## src/rtl/core/ppv_pkg.sv

```systemverilog
// ----------------------------------------------------------------------------
// ppv_pkg
// shared types and constants of the perspective projection viewport block
// ----------------------------------------------------------------------------
package ppv_pkg;

  localparam int unsigned FRAME_WIDTH_DEF  = 608;
  localparam int unsigned FRAME_HEIGHT_DEF = 448;

  localparam logic [2:0] REG_VIEW_PRESENT    = 3'd0;
  localparam logic [2:0] REG_VIEWPORT_X      = 3'd1;
  localparam logic [2:0] REG_VIEWPORT_Y      = 3'd2;
  localparam logic [2:0] REG_VIEWPORT_WIDTH  = 3'd3;
  localparam logic [2:0] REG_VIEWPORT_HEIGHT = 3'd4;

  localparam logic MODE_LOAD    = 1'b0;
  localparam logic MODE_PROJECT = 1'b1;

  localparam logic signed [19:0] BIG_SCALE = 20'sd500000;

  // divider request and reply
  typedef struct packed {
    logic               start;
    logic signed [63:0] num;
    logic signed [31:0] den;
  } div_req_t;

  typedef struct packed {
    logic               done;
    logic signed [63:0] quo;
  } div_rsp_t;

  function automatic logic signed [31:0] sat32(input logic signed [71:0] v);
    if (v > 72'sd2147483647) return 32'sh7fffffff;
    if (v < -72'sd2147483648) return 32'sh80000000;
    return v[31:0];
  endfunction

endpackage

```

## src/rtl/core/ppv_div.sv

```systemverilog
// ----------------------------------------------------------------------------
// ppv_div
// radix-2 restoring divider, signed, truncating toward zero, one bit a cycle
// ----------------------------------------------------------------------------
module ppv_div (
  input  logic             clk,
  input  logic             rst,
  input  ppv_pkg::div_req_t req,
  output ppv_pkg::div_rsp_t rsp
);

  logic        busy;
  logic        fin;
  logic [6:0]  cnt;
  logic [63:0] quo;
  logic [64:0] rem;
  logic [31:0] dmag;
  logic        neg;
  logic [64:0] trial;

  assign trial = {rem[63:0], quo[63]} - {33'd0, dmag};

  // shift-subtract loop
  always_ff @(posedge clk) begin
    if (rst) begin
      busy <= 1'b0;
      fin  <= 1'b0;
      cnt  <= '0;
    end else begin
      fin <= 1'b0;
      if (req.start) begin
        busy <= 1'b1;
        cnt  <= 7'd0;
        quo  <= req.num[63] ? 64'(-req.num) : 64'(req.num);
        dmag <= req.den[31] ? 32'(-req.den) : 32'(req.den);
        neg  <= req.num[63] ^ req.den[31];
        rem  <= '0;
      end else if (busy) begin
        if (!trial[64]) begin
          rem <= trial;
          quo <= {quo[62:0], 1'b1};
        end else begin
          rem <= {rem[63:0], quo[63]};
          quo <= {quo[62:0], 1'b0};
        end
        cnt <= cnt + 7'd1;
        if (cnt == 7'd63) begin
          busy <= 1'b0;
          fin  <= 1'b1;
        end
      end
    end
  end

  assign rsp.done = fin;
  assign rsp.quo  = neg ? 64'(-$signed(quo)) : $signed(quo);

endmodule

```

## config.mk

```make
export PLATFORM = sky130hd
export DESIGN_NAME = ppv_div
export DESIGN_NICKNAME = d
export VERILOG_FILES = /design/src/rtl/core/ppv_pkg.sv /design/src/rtl/core/ppv_div.sv
export SDC_FILE = /design/constraint.sdc
export NUM_CORES = 1
export LEC_CHECK = 0
export ABC_CLOCK_PERIOD_IN_PS = 8020
export BUFFER_PORTS_ARGS = -buffer_cell sky130_fd_sc_hd__buf_2
export CELL_PAD_IN_SITES_DETAIL_PLACEMENT = 0
export CELL_PAD_IN_SITES_GLOBAL_PLACEMENT = 1
export CORE_ASPECT_RATIO = 1.2
export CORE_MARGIN = 5
export CORE_UTILIZATION = 40
export DETAILED_ROUTE_END_ITERATION = 6
export PLACE_DENSITY = 0.86
export SLEW_MARGIN = 10
export SYNTH_ARGS = -nofsm -noshare
export SYNTH_HDL_FRONTEND = slang
export SYNTH_SLANG_ARGS = --single-unit
```

## constraint.sdc

```tcl
create_clock -name clk -period 8.02 [get_ports clk]
set_clock_uncertainty 0.2 [all_clocks]
set_input_delay 1.604 -clock clk [delete_from_list [all_inputs] [get_ports clk]]
set_output_delay 1.604 -clock clk [all_outputs]
set_load 0.02 [all_outputs]
```

==> impl_metrics.py <==
metrics = {
    "floorplanning": {
        "die_w_um": 173,
        "initial_core_util_pct": 40.6,
        "die_h_um": 205,
        "pin_count": 164,
        "design.core.area_mm2": 0.0314,
        "design.die.area_mm2": 0.0355,
        "rows": 71,
    },
    "worst_setup_path": {
        "critPathRequiredTime_ns": 6.22,
        "worstSetupStartpoint": "quo[28]",
        "worstPathArrival_ns": 4.47,
        "worstPathMaxFanout": 8,
        "reg2reg_depth": 12,
        "worstReg2RegStart": "quo[63]",
        "crit_type": "reg2out",
        "endpoint_kind": "output pin",
        "cp-start-kind": "flip-flop",
    },
    "min_path": {
        "hold_class": "reg2reg",
        "min_from": "cnt[6]",
        "holdPathStages": 2,
    },
    "clock_network": {
        "cts.sinks": 170,
        "cts_buffers": 17,
        "cts-htree-levels": 4,
        "cts_tree": "done",
        "cts_resized": 0,
        "root_buffer": "clkbuf_16",
        "ctsHoldBuffers": 0,
        "clk_pin_slew_ns": 0.07,
        "postCtsSetupRepairBufs": 0,
        "clk_latency_ns": 0.44,
        "clock_path_buffers": 2,
    },
    "cells_and_area": {
        "syn_to_final_growth_pct": 13.4,
        "nets": 1668,
        "drive_above_1_share_pct": 16.8,
        "mostFrequentLayoutCell": "buf_2",
        "final-seq-area_mm2": 0.00501,
        "final_cell_mix": "buf_2, edfxtp_1, nand2_1",
        "fill_cells": 3055,
        "multi_input_area_mm2": 0.00728,
        "design_area_mm2": 0.0144,
        "diodes": 0,
    },
    "synth": {
        "ys_ff_latch": 170,
        "syn_area_mm2": 0.0127,
        "ys_types": 62,
        "synth_warnings": 0,
        "synthFlopType": "edfxtp_1",
        "synthArstFlopShare_pct": 0,
        "syn_area_per_cell_um2": 9.05,
        "ys_seq_area_share_pct": 39.4,
        "syn_nets": 1542,
        "synth-edff-count": 161,
        "syn-instance-count": 1406,
    },
    "timing": {
        "tns_ns": 0,
        "fmax_mhz": 159,
        "min_period_ns": 6.28,
        "timing.slew.headroom_pct": 26.6,
        "setup_viol": 0,
        "drv_slew": 0,
        "rsz0062_at_grt": "no",
        "tightest_slew_ns": 1.10,
        "final_hold_viol_count": 0,
        "period_share_pct": 78.3,
    },
    "place": {
        "gp_routability_congestion": 0.893,
        "placed_area_mm2": 0.0139,
        "post-dp-hpwl_um": 25300,
        "port_buffers": 163,
    },
    "global_routing": {
        "grt_pass1_wl_um": 54400,
        "grt_use_total_pct": 18.4,
        "grt_antenna_before_repair": 2,
        "grt_pass1_vias": 10700,
        "grt.overflow.total": 0,
        "grt_max_degree": 80,
    },
    "detailed_routing": {
        "drt_iter0_markers": 714,
        "vias": 10900,
        "routed_wl_um": 33700,
        "dr.pass1.iters": 5,
        "avgRoutedWirePerCell_um": 17.3,
        "drc": 0,
        "ant_nets": 0,
        "routed_via_density": 5.60,
    },
    "power_and_ir_drop": {
        "ir_drop_mv": 0.122,
        "combPwrFrac_pct": 26.2,
        "internal_power_mw": 1.79,
        "p_switching_mw": 0.851,
        "sequentialPowerShare_pct": 42.1,
        "p_leak_nw": 5.16,
        "p_clk_share_pct": 31.6,
        "p_total_mw": 2.64,
        "swShare_pct": 32.3,
        "p_per_area_mw_per_mm2": 183,
    },
    "run": {
        "cap_violations": 0,
    },
    "outcome": {
        "status": "finished, final reports clean",
    },
}
==> state kept, by name (all words and copies together) (netlist names) <==
| signal | count |
|---|---|
| busy | 1 |
| cnt | 7 |
| dmag | 32 |
| fin | 1 |
| neg | 1 |
| quo | 64 |
| rem | 64 |
==> power by group through the flow <==
stage	registers (mW)	clock network, mW	logic [mW]
final	1.11	0.835	0.693
after global routing	1.12	0.884	0.766
after CTS	1.11	0.851	0.694
after detailed placement	1.13	0	0.690
after global placement	1.13	0	0.685
after floorplan	1.12	0	0.495
==> cells in the mapped netlist, drive strengths merged (24+ instances only) <==
cell type    n  share of area [%]
mux2        24                2.1
xnor2      124                8.5
edfxtp     161                 38
o31ai       43                2.5
a21oi      128                5.0
ha          36                3.5
nor2       117                3.4
nor3        41                1.6
nand3       26                1.0
clkbuf      55                1.6
inv         46                1.4
xor2        80                5.5
or3         46                2.3
nand2      154                4.5
o21ai       77                3.0
or4         28                1.8
==> worst max-delay path, cell delays in order (launching register included) <==
cell and delay (ns):
edfxtp_1 0.44, or3_1 0.42, or4_1 0.48, or4_1 0.46
or3_1 0.36, or3_1 0.43, or3_1 0.44, or2_2 0.34
o41ai_1 0.33, xnor2_1 0.16, buf_2 0.18
==> logic make-up (layout without fill, tap and decap cells) <==
kind of cell	count (synthesis)	after routing	synth area share [%]
adders and majority gates	37	37	3.70
DFF	170	170	39.4
and+or+nand+nor	520	520	20.3
muxes	30	30	2.59
AOI/OAI and AO/OA	334	334	16.4
xor gates and xnor gates	204	204	14.0
buffers and inverters	111	250	3.58
==> final timing paths <==
| check | endpoint | slack [ns] |
|---|---|---|
| min reg2reg | cnt[6] | 0.29 |
| max reg2reg | rem[58] | 3.46 |
| min | cnt[6] | 0.29 |
| max | rsp[63] | 1.74 |
==> area by class of cell <==
| class | count | share of cell area (%) |
|---|---|---|
| Multi-Input combinational cell | 1125 | 50.4 |
| Clock buffer | 19 | 3.00 |
| Timing Repair Buffer | 172 | 6.16 |
| Sequential cell | 170 | 34.7 |
| Clock inverter | 13 | 0.996 |
| Inverter | 46 | 1.20 |
| Tap cell | 401 | 3.47 |
==> layer usage <==
layer / share of wire [%] / routed length (um) / track usage, % / vias to the layer above
met5: 0.062 / 21 / 0 / -
met4: 2.1 / 723 / 5.90 / 4
met3: 4.7 / 1570 / 3.40 / 49
met2: 50 / 16700 / 32.6 / 262
met1: 43 / 14600 / 22.9 / 5165
li1: - / - / - / 5411
==> metrics by stage <==
step / worst slack [ns] / std cells / hold slack (ns) / util (%)
after CTS: 1.73 / 1946 / 0.298 / 46.0
after global placement: 2.25 / 1914 / 0.271 / 44.2
after floorplan: 2.00 / 1406 / 0.258 / -
final: 1.74 / 1946 / 0.295 / 46.0
after global routing: 1.56 / 1946 / 0.331 / 46.0
after detailed placement: 2.21 / 1914 / 0.288 / 44.2
No activity file was read; power rests on OpenSTA's default activity.
